### config.mk
export PLATFORM = sky130hd
export DESIGN_NAME = touch_gesture_recognizer
export DESIGN_NICKNAME = d
export VERILOG_FILES = /design/src/rtl/core/tgr_pkg.sv /design/src/rtl/core/tgr_cfg.sv /design/src/rtl/core/tgr_ctrl.sv /design/src/rtl/core/tgr_dp.sv /design/src/rtl/core/touch_gesture_recognizer.sv
export SDC_FILE = /design/constraint.sdc
export NUM_CORES = 2
export LEC_CHECK = 0
export ABC_CLOCK_PERIOD_IN_PS = 8200
export BUFFER_PORTS_ARGS = -buffer_cell sky130_fd_sc_hd__buf_2
export CORE_ASPECT_RATIO = 0.5
export CORE_MARGIN = 1.5
export CORE_UTILIZATION = 40
export DETAILED_ROUTE_END_ITERATION = 6
export PLACE_DENSITY = 0.52
export SLEW_MARGIN = 10
export SYNTH_ARGS = -nofsm -noshare
export SYNTH_HDL_FRONTEND = slang
export SYNTH_SLANG_ARGS = --single-unit
### constraint.sdc
create_clock -name clk -period 8.2 [get_ports clk]
set_input_delay 0.41 -clock clk [delete_from_list [all_inputs] [get_ports clk]]
set_output_delay 0.41 -clock clk [all_outputs]
set_load 0.05 [all_outputs]
### src/rtl/core/tgr_pkg.sv
package tgr_pkg;

    localparam int COORD_BITS = 12;
    localparam int TIME_BITS  = 32;
    localparam int STEPS_BITS = 8;
    localparam int PROD_BITS  = COORD_BITS + STEPS_BITS;

    localparam int CFG_ADDR_BITS = 5;
    localparam int CFG_DATA_BITS = 32;

    // configuration register indexes
    localparam logic [2:0] REG_SCREEN_WIDTH   = 3'd0;
    localparam logic [2:0] REG_SCREEN_HEIGHT  = 3'd1;
    localparam logic [2:0] REG_SWIPE_STEPS    = 3'd2;
    localparam logic [2:0] REG_DTAP_WINDOW    = 3'd3;
    localparam logic [2:0] REG_TAP_MOVE_LIMIT = 3'd4;
    localparam logic [2:0] REG_LONG_PRESS     = 3'd5;
    localparam logic [2:0] REG_POLL_INTERVAL  = 3'd6;
    localparam logic [2:0] REG_SWIPE_START    = 3'd7;

    localparam logic [11:0] RST_SCREEN_WIDTH   = 12'd320;
    localparam logic [11:0] RST_SCREEN_HEIGHT  = 12'd240;
    localparam logic [7:0]  RST_SWIPE_STEPS    = 8'd40;
    localparam logic [15:0] RST_DTAP_WINDOW    = 16'd300;
    localparam logic [11:0] RST_TAP_MOVE_LIMIT = 12'd24;
    localparam logic [15:0] RST_LONG_PRESS     = 16'd1000;
    localparam logic [7:0]  RST_POLL_INTERVAL  = 8'd20;
    localparam logic [11:0] RST_SWIPE_START    = 12'd20;

    localparam logic [TIME_BITS-1:0] TAP_MIN_MS = TIME_BITS'(50);

    // gesture direction codes
    localparam logic [2:0] DIR_STAY    = 3'd0;
    localparam logic [2:0] DIR_REQUEST = 3'd1;
    localparam logic [2:0] DIR_LEFT    = 3'd2;
    localparam logic [2:0] DIR_RIGHT   = 3'd3;
    localparam logic [2:0] DIR_UP      = 3'd4;
    localparam logic [2:0] DIR_DOWN    = 3'd5;

    localparam logic [1:0] MODE_PLAYER   = 2'd0;
    localparam logic [1:0] MODE_VOLUME   = 2'd1;
    localparam logic [1:0] MODE_STATIONS = 2'd2;

    localparam logic [1:0] REQ_NONE     = 2'd0;
    localparam logic [1:0] REQ_VOLUME   = 2'd1;
    localparam logic [1:0] REQ_STATIONS = 2'd2;
    localparam logic [1:0] REQ_PLAYER   = 2'd3;

    localparam logic [1:0] STEP_NONE = 2'd0;
    localparam logic [1:0] STEP_POS  = 2'd1;
    localparam logic [1:0] STEP_NEG  = 2'd2;

    typedef struct packed {
        logic                  touched;
        logic [COORD_BITS-1:0] pos_x;
        logic [COORD_BITS-1:0] pos_y;
        logic [TIME_BITS-1:0]  now_ms;
        logic [1:0]            screen_mode;
    } in_word_t;

    typedef struct packed {
        logic       click;
        logic       double_tap;
        logic [1:0] mode_request;
        logic [1:0] step;
    } out_word_t;

    typedef struct packed {
        logic [11:0] screen_width;
        logic [11:0] screen_height;
        logic [7:0]  swipe_steps;
        logic [15:0] double_tap_window_ms;
        logic [11:0] tap_move_limit;
        logic [15:0] long_press_ms;
        logic [7:0]  poll_interval_ms;
        logic [11:0] swipe_start_distance;
    } cfg_t;

    typedef struct packed {
        logic load;
        logic calc;
        logic commit;
    } cmd_t;

    function automatic logic [COORD_BITS-1:0] absdiff(
        input logic [COORD_BITS-1:0] a,
        input logic [COORD_BITS-1:0] b
    );
        logic [COORD_BITS-1:0] r;
        r = (a > b) ? (a - b) : (b - a);
        return r;
    endfunction

endpackage

### src/rtl/core/tgr_cfg.sv
module tgr_cfg (
    input  logic                                clk,
    input  logic                                rst_n,
    input  logic                                psel,
    input  logic                                penable,
    input  logic                                pwrite,
    input  logic [tgr_pkg::CFG_ADDR_BITS-1:0]   paddr,
    input  logic [tgr_pkg::CFG_DATA_BITS-1:0]   pwdata,
    output logic [tgr_pkg::CFG_DATA_BITS-1:0]   prdata,
    output logic                                pready,
    output tgr_pkg::cfg_t                       cfg
);

    tgr_pkg::cfg_t cfg_reg;
    tgr_pkg::cfg_t cfg_next;
    logic          wr_en;
    logic [2:0]    reg_idx;

    assign wr_en   = psel && penable && pwrite;
    assign reg_idx = paddr[4:2];
    assign pready  = 1'b1;
    assign cfg     = cfg_reg;

    always_comb
    begin
        cfg_next = cfg_reg;
        if (wr_en)
        begin
            case (reg_idx)
                tgr_pkg::REG_SCREEN_WIDTH:   cfg_next.screen_width = pwdata[11:0];
                tgr_pkg::REG_SCREEN_HEIGHT:  cfg_next.screen_height = pwdata[11:0];
                tgr_pkg::REG_SWIPE_STEPS:    cfg_next.swipe_steps = pwdata[7:0];
                tgr_pkg::REG_DTAP_WINDOW:    cfg_next.double_tap_window_ms = pwdata[15:0];
                tgr_pkg::REG_TAP_MOVE_LIMIT: cfg_next.tap_move_limit = pwdata[11:0];
                tgr_pkg::REG_LONG_PRESS:     cfg_next.long_press_ms = pwdata[15:0];
                tgr_pkg::REG_POLL_INTERVAL:  cfg_next.poll_interval_ms = pwdata[7:0];
                tgr_pkg::REG_SWIPE_START:    cfg_next.swipe_start_distance = pwdata[11:0];
                default:                     cfg_next = cfg_reg;
            endcase
        end
    end

    always_comb
    begin
        case (reg_idx)
            tgr_pkg::REG_SCREEN_WIDTH:   prdata = 32'(cfg_reg.screen_width);
            tgr_pkg::REG_SCREEN_HEIGHT:  prdata = 32'(cfg_reg.screen_height);
            tgr_pkg::REG_SWIPE_STEPS:    prdata = 32'(cfg_reg.swipe_steps);
            tgr_pkg::REG_DTAP_WINDOW:    prdata = 32'(cfg_reg.double_tap_window_ms);
            tgr_pkg::REG_TAP_MOVE_LIMIT: prdata = 32'(cfg_reg.tap_move_limit);
            tgr_pkg::REG_LONG_PRESS:     prdata = 32'(cfg_reg.long_press_ms);
            tgr_pkg::REG_POLL_INTERVAL:  prdata = 32'(cfg_reg.poll_interval_ms);
            tgr_pkg::REG_SWIPE_START:    prdata = 32'(cfg_reg.swipe_start_distance);
            default:                     prdata = '0;
        endcase
    end

    always_ff @(posedge clk or negedge rst_n)
    begin
        if (!rst_n)
        begin
            cfg_reg.screen_width         <= tgr_pkg::RST_SCREEN_WIDTH;
            cfg_reg.screen_height        <= tgr_pkg::RST_SCREEN_HEIGHT;
            cfg_reg.swipe_steps          <= tgr_pkg::RST_SWIPE_STEPS;
            cfg_reg.double_tap_window_ms <= tgr_pkg::RST_DTAP_WINDOW;
            cfg_reg.tap_move_limit       <= tgr_pkg::RST_TAP_MOVE_LIMIT;
            cfg_reg.long_press_ms        <= tgr_pkg::RST_LONG_PRESS;
            cfg_reg.poll_interval_ms     <= tgr_pkg::RST_POLL_INTERVAL;
            cfg_reg.swipe_start_distance <= tgr_pkg::RST_SWIPE_START;
        end
        else
        begin
            cfg_reg <= cfg_next;
        end
    end

endmodule

### src/rtl/core/tgr_ctrl.sv
module tgr_ctrl (
    input  logic          clk,
    input  logic          rst_n,
    input  logic          in_valid,
    output logic          in_stall,
    output logic          out_valid,
    input  logic          out_stall,
    output tgr_pkg::cmd_t cmd
);

    localparam logic [1:0] ST_IDLE   = 2'd0;
    localparam logic [1:0] ST_CALC   = 2'd1;
    localparam logic [1:0] ST_COMMIT = 2'd2;

    logic [1:0] state_reg;
    logic [1:0] state_next;
    logic       out_valid_reg;
    logic       out_valid_next;
    logic       slot_free;

    // output register can take a word when empty or being drained
    assign slot_free  = !out_valid_reg || !out_stall;
    assign in_stall   = (state_reg != ST_IDLE);
    assign out_valid  = out_valid_reg;

    assign cmd.load   = (state_reg == ST_IDLE) && in_valid;
    assign cmd.calc   = (state_reg == ST_CALC);
    assign cmd.commit = (state_reg == ST_COMMIT) && slot_free;

    always_comb
    begin
        state_next = state_reg;
        case (state_reg)
            ST_IDLE:
            begin
                if (in_valid)
                    state_next = ST_CALC;
            end
            ST_CALC:
            begin
                state_next = ST_COMMIT;
            end
            ST_COMMIT:
            begin
                if (slot_free)
                    state_next = ST_IDLE;
            end
            default:
            begin
                state_next = ST_IDLE;
            end
        endcase
    end

    always_comb
    begin
        out_valid_next = out_valid_reg;
        if (out_valid_reg && !out_stall)
            out_valid_next = 1'b0;
        if (cmd.commit)
            out_valid_next = 1'b1;
    end

    always_ff @(posedge clk or negedge rst_n)
    begin
        if (!rst_n)
        begin
            state_reg     <= ST_IDLE;
            out_valid_reg <= 1'b0;
        end
        else
        begin
            state_reg     <= state_next;
            out_valid_reg <= out_valid_next;
        end
    end

    a_accept_to_calc: assert property (@(posedge clk) disable iff (!rst_n)
        (in_valid && !in_stall) |=> (state_reg == ST_CALC))
        else $error("accepted word did not enter calc");

    a_calc_to_commit: assert property (@(posedge clk) disable iff (!rst_n)
        (state_reg == ST_CALC) |=> (state_reg == ST_COMMIT))
        else $error("calc not followed by commit");

    a_commit_slot: assert property (@(posedge clk) disable iff (!rst_n)
        cmd.commit |-> (!out_valid_reg || !out_stall))
        else $error("commit would overwrite a waiting result");

    a_commit_shows: assert property (@(posedge clk) disable iff (!rst_n)
        cmd.commit |=> out_valid_reg)
        else $error("committed result not presented");

endmodule

### src/rtl/core/tgr_dp.sv
module tgr_dp (
    input  logic               clk,
    input  logic               rst_n,
    input  tgr_pkg::cmd_t      cmd,
    input  tgr_pkg::cfg_t      cfg,
    input  tgr_pkg::in_word_t  in_data,
    output tgr_pkg::out_word_t out_data
);

    localparam int CB = tgr_pkg::COORD_BITS;
    localparam int TB = tgr_pkg::TIME_BITS;
    localparam int PB = tgr_pkg::PROD_BITS;

    tgr_pkg::in_word_t  in_reg;
    tgr_pkg::out_word_t out_reg;
    tgr_pkg::out_word_t out_next;

    // gesture state
    logic          was_touched_reg, was_touched_next;
    logic [2:0]    dir_reg, dir_next;
    logic [CB-1:0] origin_x_reg, origin_x_next;
    logic [CB-1:0] origin_y_reg, origin_y_next;
    logic [CB-1:0] vol_anchor_reg, vol_anchor_next;
    logic [CB-1:0] sta_anchor_reg, sta_anchor_next;
    logic [CB-1:0] last_x_reg, last_x_next;
    logic [CB-1:0] last_y_reg, last_y_next;
    logic [TB-1:0] press_start_reg, press_start_next;
    logic          pending_reg, pending_next;
    logic [TB-1:0] pending_ms_reg, pending_ms_next;
    logic [CB-1:0] pending_x_reg, pending_x_next;
    logic [CB-1:0] pending_y_reg, pending_y_next;
    logic [TB-1:0] last_poll_reg, last_poll_next;

    // calc stage results
    logic          click_reg;
    logic          poll_ok_reg;
    logic [2:0]    dir_calc_reg;
    logic [PB-1:0] prod_x_reg;
    logic [PB-1:0] prod_y_reg;
    logic          still_reg;
    logic          near_pend_reg;
    logic          short_reg;
    logic          tap_time_reg;
    logic          in_window_reg;

    logic [TB-1:0] t_pend;
    logic [TB-1:0] t_poll;
    logic [TB-1:0] t_held;
    logic [CB-1:0] ax;
    logic [CB-1:0] ay;
    logic [CB-1:0] dist_vx;
    logic [CB-1:0] dist_sy;
    logic [2:0]    dir_c;
    logic [CB-1:0] size_x;
    logic [CB-1:0] size_y;
    logic [PB-1:0] lim_x;
    logic [PB-1:0] lim_y;
    logic          due_x;
    logic          due_y;

    assign out_data = out_reg;

    // calc: time differences, direction, distance products
    always_comb
    begin
        t_pend  = in_reg.now_ms - pending_ms_reg;
        t_poll  = in_reg.now_ms - last_poll_reg;
        t_held  = in_reg.now_ms - press_start_reg;
        ax      = tgr_pkg::absdiff(in_reg.pos_x, origin_x_reg);
        ay      = tgr_pkg::absdiff(in_reg.pos_y, origin_y_reg);
        dist_vx = tgr_pkg::absdiff(vol_anchor_reg, in_reg.pos_x);
        dist_sy = tgr_pkg::absdiff(sta_anchor_reg, in_reg.pos_y);
        if (ax > CB'(cfg.swipe_start_distance) || ay > CB'(cfg.swipe_start_distance))
        begin
            if (ax > ay)
                dir_c = (in_reg.pos_x > origin_x_reg) ? tgr_pkg::DIR_RIGHT
                                                      : tgr_pkg::DIR_LEFT;
            else
                dir_c = (in_reg.pos_y > origin_y_reg) ? tgr_pkg::DIR_DOWN
                                                      : tgr_pkg::DIR_UP;
        end
        else
        begin
            dir_c = tgr_pkg::DIR_REQUEST;
        end
    end

    always_ff @(posedge clk)
    begin
        if (cmd.load)
            in_reg <= in_data;
        if (cmd.calc)
        begin
            click_reg     <= !was_touched_reg && pending_reg &&
                             (t_pend > TB'(cfg.double_tap_window_ms));
            poll_ok_reg   <= t_poll > TB'(cfg.poll_interval_ms);
            dir_calc_reg  <= dir_c;
            prod_x_reg    <= PB'(dist_vx) * PB'(cfg.swipe_steps);
            prod_y_reg    <= PB'(dist_sy) * PB'(cfg.swipe_steps);
            still_reg     <= (tgr_pkg::absdiff(last_x_reg, origin_x_reg) <
                              CB'(cfg.tap_move_limit)) &&
                             (tgr_pkg::absdiff(last_y_reg, origin_y_reg) <
                              CB'(cfg.tap_move_limit));
            near_pend_reg <= (tgr_pkg::absdiff(last_x_reg, pending_x_reg) <
                              CB'(cfg.tap_move_limit)) &&
                             (tgr_pkg::absdiff(last_y_reg, pending_y_reg) <
                              CB'(cfg.tap_move_limit));
            short_reg     <= t_held < TB'(cfg.long_press_ms);
            tap_time_reg  <= t_held > tgr_pkg::TAP_MIN_MS;
            in_window_reg <= t_pend <= TB'(cfg.double_tap_window_ms);
        end
        if (cmd.commit)
            out_reg <= out_next;
    end

    // zero size counts as one; step when dist*steps >= 2*size
    always_comb
    begin
        size_x = (cfg.screen_width == '0) ? CB'(1) : CB'(cfg.screen_width);
        size_y = (cfg.screen_height == '0) ? CB'(1) : CB'(cfg.screen_height);
        lim_x  = PB'({size_x, 1'b0});
        lim_y  = PB'({size_y, 1'b0});
        due_x  = prod_x_reg >= lim_x;
        due_y  = prod_y_reg >= lim_y;
    end

    // commit: state update and result word
    always_comb
    begin
        was_touched_next = was_touched_reg;
        dir_next         = dir_reg;
        origin_x_next    = origin_x_reg;
        origin_y_next    = origin_y_reg;
        vol_anchor_next  = vol_anchor_reg;
        sta_anchor_next  = sta_anchor_reg;
        last_x_next      = last_x_reg;
        last_y_next      = last_y_reg;
        press_start_next = press_start_reg;
        pending_next     = pending_reg;
        pending_ms_next  = pending_ms_reg;
        pending_x_next   = pending_x_reg;
        pending_y_next   = pending_y_reg;
        last_poll_next   = last_poll_reg;

        out_next.click        = click_reg;
        out_next.double_tap   = 1'b0;
        out_next.mode_request = tgr_pkg::REQ_NONE;
        out_next.step         = tgr_pkg::STEP_NONE;

        if (click_reg)
            pending_next = 1'b0;

        if (poll_ok_reg)
        begin
            last_poll_next = in_reg.now_ms;
            if (in_reg.touched)
            begin
                last_x_next = in_reg.pos_x;
                last_y_next = in_reg.pos_y;
                if (!was_touched_reg)
                begin
                    origin_x_next    = in_reg.pos_x;
                    origin_y_next    = in_reg.pos_y;
                    vol_anchor_next  = in_reg.pos_x;
                    sta_anchor_next  = in_reg.pos_y;
                    dir_next         = tgr_pkg::DIR_REQUEST;
                    press_start_next = in_reg.now_ms;
                end
                else
                begin
                    dir_next = dir_calc_reg;
                    if (dir_calc_reg inside {tgr_pkg::DIR_LEFT, tgr_pkg::DIR_RIGHT})
                    begin
                        press_start_next = in_reg.now_ms;
                        if (in_reg.screen_mode inside {tgr_pkg::MODE_PLAYER,
                                                       tgr_pkg::MODE_VOLUME})
                        begin
                            out_next.mode_request = tgr_pkg::REQ_VOLUME;
                            if (due_x)
                            begin
                                out_next.step   = (in_reg.pos_x < vol_anchor_reg) ?
                                                  tgr_pkg::STEP_POS : tgr_pkg::STEP_NEG;
                                vol_anchor_next = in_reg.pos_x;
                            end
                        end
                    end
                    else if (dir_calc_reg inside {tgr_pkg::DIR_UP, tgr_pkg::DIR_DOWN})
                    begin
                        press_start_next = in_reg.now_ms;
                        if (in_reg.screen_mode inside {tgr_pkg::MODE_PLAYER,
                                                       tgr_pkg::MODE_STATIONS})
                        begin
                            out_next.mode_request = tgr_pkg::REQ_STATIONS;
                            if (due_y)
                            begin
                                out_next.step   = (in_reg.pos_y > sta_anchor_reg) ?
                                                  tgr_pkg::STEP_POS : tgr_pkg::STEP_NEG;
                                sta_anchor_next = in_reg.pos_y;
                            end
                        end
                    end
                end
            end
            else if (was_touched_reg)
            begin
                if (dir_reg == tgr_pkg::DIR_REQUEST)
                begin
                    if (short_reg)
                    begin
                        if (tap_time_reg && still_reg)
                        begin
                            if (pending_reg && in_window_reg && near_pend_reg)
                            begin
                                pending_next        = 1'b0;
                                out_next.double_tap = 1'b1;
                            end
                            else
                            begin
                                pending_next    = 1'b1;
                                pending_ms_next = in_reg.now_ms;
                                pending_x_next  = last_x_reg;
                                pending_y_next  = last_y_reg;
                            end
                        end
                        else
                        begin
                            pending_next = 1'b0;
                        end
                    end
                    else
                    begin
                        pending_next          = 1'b0;
                        out_next.mode_request = (in_reg.screen_mode == tgr_pkg::MODE_PLAYER) ?
                                                tgr_pkg::REQ_STATIONS : tgr_pkg::REQ_PLAYER;
                    end
                end
                dir_next = tgr_pkg::DIR_STAY;
            end
            was_touched_next = in_reg.touched;
        end
    end

    always_ff @(posedge clk or negedge rst_n)
    begin
        if (!rst_n)
        begin
            was_touched_reg <= 1'b1;
            dir_reg         <= tgr_pkg::DIR_STAY;
            origin_x_reg    <= '0;
            origin_y_reg    <= '0;
            vol_anchor_reg  <= '0;
            sta_anchor_reg  <= '0;
            last_x_reg      <= '0;
            last_y_reg      <= '0;
            press_start_reg <= '0;
            pending_reg     <= 1'b0;
            pending_ms_reg  <= '0;
            pending_x_reg   <= '0;
            pending_y_reg   <= '0;
            last_poll_reg   <= '0;
        end
        else if (cmd.commit)
        begin
            was_touched_reg <= was_touched_next;
            dir_reg         <= dir_next;
            origin_x_reg    <= origin_x_next;
            origin_y_reg    <= origin_y_next;
            vol_anchor_reg  <= vol_anchor_next;
            sta_anchor_reg  <= sta_anchor_next;
            last_x_reg      <= last_x_next;
            last_y_reg      <= last_y_next;
            press_start_reg <= press_start_next;
            pending_reg     <= pending_next;
            pending_ms_reg  <= pending_ms_next;
            pending_x_reg   <= pending_x_next;
            pending_y_reg   <= pending_y_next;
            last_poll_reg   <= last_poll_next;
        end
    end

endmodule

### src/rtl/core/touch_gesture_recognizer.sv
// an accepted word is loaded into the input register, then passes the calc and
// commit states; a new word is taken only back in idle, and commit waits
// while a finished result sits in the output register and out_stall is high
// the calc stage holds the two 12x8 distance multipliers; commit updates state
// reset: control and gesture state take their reset values at once, config
// registers take their defaults; no clearing pass, ready right after reset
module touch_gesture_recognizer (
    input  logic                              clk,
    input  logic                              rst_n,
    input  logic                              in_valid,
    output logic                              in_stall,
    input  tgr_pkg::in_word_t                 in_data,
    output logic                              out_valid,
    input  logic                              out_stall,
    output tgr_pkg::out_word_t                out_data,
    input  logic                              psel,
    input  logic                              penable,
    input  logic                              pwrite,
    input  logic [tgr_pkg::CFG_ADDR_BITS-1:0] paddr,
    input  logic [tgr_pkg::CFG_DATA_BITS-1:0] pwdata,
    output logic [tgr_pkg::CFG_DATA_BITS-1:0] prdata,
    output logic                              pready
);

    tgr_pkg::cfg_t cfg;
    tgr_pkg::cmd_t cmd;

    tgr_cfg u_cfg (
        .clk     (clk),
        .rst_n   (rst_n),
        .psel    (psel),
        .penable (penable),
        .pwrite  (pwrite),
        .paddr   (paddr),
        .pwdata  (pwdata),
        .prdata  (prdata),
        .pready  (pready),
        .cfg     (cfg)
    );

    tgr_ctrl u_ctrl (
        .clk       (clk),
        .rst_n     (rst_n),
        .in_valid  (in_valid),
        .in_stall  (in_stall),
        .out_valid (out_valid),
        .out_stall (out_stall),
        .cmd       (cmd)
    );

    tgr_dp u_dp (
        .clk      (clk),
        .rst_n    (rst_n),
        .cmd      (cmd),
        .cfg      (cfg),
        .in_data  (in_data),
        .out_data (out_data)
    );

endmodule

==> key figures <==
Logic synthesis
  – Post-Syn Instances: 4243
  – Yosys reg bits: just over 400
  – Most instantiated library cell after synthesis: inv_1
  – Area leader, netlist: dfrtp_1
  – Synth Flop Type: dfrtp_1
  – Synth cell count leaders: inv_1 (561), ha_1 (502), nand2_1 (335)
  – Asr flop ratio synth: 72.0%
  – Post-synth cell types: between 100 and 150
  – Area contributors post-synth: dfrtp_1 (18%), ha_1 (16%), edfxtp_1 (8.9%)
  – Syn avg cell area: 9.13 um2
  – Yosys Warn Count: 0
  – Post-synth EDFFs: 115
  – Sequential-to-total area share from yosys stat: 28.1%
  – Synth top area share: 17.5%
  – Post-synthesis instance area: around 39000 um2

Timing
  – Final period utilization: a little over nine tenths
  – Final slew viol count: 0
  – Worst Setup Slack, final: a little under 0.5 ns
  – Maximum clock rate: 130 MHz
  – Setup TNS: 0 ns
  – Final Hold Viols: 0
  – Final min period: about 7.7 ns
  – Max_slew headroom: 27.3%
  – Worst Skew: 0.0325 ns
  – Worst slew pin tran: between 1 and 1.5 ns
  – RSZ-0062 raised after global routing: no
  – Setup-failing EPs final: 0

Clocking
  – Worst-path clk slew: 0.06 ns
  – Clk sink count: 411
  – Max Root-Sink Buffers: 3
  – Root buffer cell: clkbuf_16
  – CTS Buf Count: 46
  – H-tree levels: 2
  – Worst-skew pair later-pin latency: between 0.6 and 0.7 ns
  – CTS tree: built

Die
  – Core Rows: 80
  – Die area: slightly below 100000 um2
  – Chip Width: 443 um
  – Ports: 144
  – Starting Density: 40.5%
  – Die H: 223 um
  – Placeable Area: 95600 um2

Worst hold path
  – HP Class: input pin to flip-flop

Drt
  – Post-Route WL: 106000 um
  – First DRT Iteration DRCs: 1768
  – Drt wl/cell: roughly 19 um
  – Vias per inst: 5.36
  – Via count: 30400
  – # DRC: 0
  – First-pass iteration count of the detailed router: 5
  – Post-detailed-route count of antenna-violating nets: 0

Cells and area
  – Fin util: 44.8%
  – Max reg flops: 96
  – Ant. Diodes: 0
  – Area Growth Syn to Fin: 10.5%
  – Nets: 5100
  – Share of layout cells above drive strength 1: around a tenth

Global routing
  – Gr usage total: 21.5%
  – First-pass GRT wire length: 169000 um
  – Vias in the first global route: 30300
  – Grt ovf: 0
  – Pin count of the biggest net entering global routing: 72
  – Initial antenna violation count: 2

Setup path
  – Worst-path fanout max: 12
  – Slowest-stage cell, CP: xor2_1
  – CP bufs+invs: 3
  – CP Capture Type: flip-flop
  – CP arrival: 8.06 ns
  – Worst Path Required: between 8 and 9 ns
  – Crit Path Class: flip-flop to flip-flop
  – CP Launch Type: flip-flop
  – CP dominant cell by count: fa_1
  – Cell family with most CP delay: adder cells
  – Critical Path Max Stage Delay: ~0.57 ns

Run status
  – Outcome: finished clean

Placed design
  – Place WS: approximately 0.43 ns
  – Placer Congestion: 0.887
  – PortBufs: 108
  – Detailed placement HPWL: 83200 um

Run
  – Max_cap viols: 0
-- cells in the final DEF (no fill, tap or decap), drive strengths merged, types with 14 or more instances in the layout --
master | Yosys | final
inv | 561 | 561
ha | 502 | 502
nand2 | 335 | 335
o21ai | 294 | 294
dfrtp | 271 | 271
a21oi | 245 | 245
buf | 48 | 149
nor2 | 146 | 146
mux2 | 143 | 143
fa | 139 | 139
a21o | 138 | 138
and2 | 117 | 117
edfxtp | 115 | 115
xnor2 | 107 | 107
nor2b | 101 | 101
mux2i | 81 | 81
nand3 | 71 | 71
nand4 | 67 | 67
clkbuf | 112 | 63
dlygate4sd3 | 0 | 61
xor2 | 57 | 57
nor3 | 54 | 54
nand2b | 51 | 51
o21bai | 32 | 32
o21a | 32 | 32
a31oi | 30 | 30
a211oi | 30 | 30
and3 | 29 | 29
dfstp | 25 | 25
o211ai | 23 | 23
nor4 | 21 | 21
a2111oi | 18 | 18
conb | 2 | 17
a21boi | 17 | 17
a211o | 16 | 16
clkinv | 1 | 15
a221oi | 14 | 14
-- worst paths after layout --
check / from / to / slack [ns] / cells after the start
worst max-delay path: u_dp.in_reg[53]$_DFFE_PP_ / u_dp.prod_x_reg[19]$_DFFE_PN_ / 0.48 / 25
worst min-delay path: in_data[42] / u_dp.in_reg[42]$_DFFE_PP_ / 0.03 / 1
worst max register to register: u_dp.in_reg[53]$_DFFE_PP_ / u_dp.prod_x_reg[19]$_DFFE_PN_ / 0.48 / 25
worst min register to register: u_dp.dir_reg[2]$_DFFE_PN0P_ / u_dp.dir_reg[2]$_DFFE_PN0P_ / 0.50 / 1
max in group asynchronous: rst_n / u_dp.press_start_reg[21]$_DFFE_PN0P_ / 6.40 / 3
min in group asynchronous: rst_n / u_dp.pending_y_reg[1]$_DFFE_PN0P_ / 0.39 / 2
-- repair_timing --
| action | CTS | global route |
|---|---|---|
| resized for setup | 0 | 2 |
| setup endpoints to repair | 0 | 3 |
| buffers inserted | 0 | 5 |
| endpoints found under the hold margin | 124 | 0 |
| hold buffers | 61 | 0 |
-- final cells by class --
class | count | area (um2)
well taps | 1271 | 1590
flip-flops and latches | 411 | 10900
clock buffers | 63 | 1350
clock inverters | 23 | 251
multi-input cells | 3125 | 25100
repair buffers | 210 | 1470
inverters | 562 | 2110
fillers | 9200 | 52800
-- cells by family (layout without fill, tap and decap cells) --
group / count (synthesis) / after routing / share of synthesized area [%]
AND/OR/NAND/NOR: 1056 / 1056 / 13.8
AO/OA/AOI/OAI: 1016 / 1016 / 16.9
buffers and inverters: 722 / 858 / 7.33
adder cells (fa/ha/maj): 641 / 641 / 23.4
flip-flops: 411 / 411 / 28.1
multiplexers: 231 / 231 / 6.69
XOR/XNOR: 164 / 164 / 3.75
other: 2 / 17 / 0.0194
-- metrics by stage --
stage                     instances  area (um2)  hold slack, ns
final                          5665       42800          0.0310
after global routing           5665       42800         0.00843
after CTS                      5660       42700         0.00173
after detailed placement       5513       40500           0.435
after global placement         5513       40500           0.433
after floorplan                4258       38800           0.114
-- worst reg2reg max path, stage by stage (launching register included) --
cell,delay (ns)
edfxtp_1,0.49
ha_1,0.51
nand4_1,0.21
or2_1,0.29
o221ai_1,0.18
o221a_2,0.38
buf_4,0.26
mux2_4,0.34
a22oi_2,0.20
o211ai_1,0.13
xor2_1,0.57
and2_1,0.25
fa_1,0.43
fa_1,0.49
fa_1,0.55
inv_1,0.06
fa_1,0.53
inv_1,0.04
ha_1,0.34
and3_1,0.24
and3_1,0.19
a21oi_1,0.15
nand3_1,0.14
a31o_2,0.26
a21oi_1,0.16
xnor2_1,0.08
-- metal layers --
| metal | track usage, % | share of wire [%] |
|---|---|---|
| met4 | 4.47 | 1.9 |
| met3 | 2.19 | 3.5 |
| met2 | 35.4 | 46 |
| met5 | 0 | 0 |
| met1 | 30.6 | 49 |
Power is left out: the tool's default activity adds up to more than one toggle a clock period on the data nets, which glitch-free logic cannot reach.
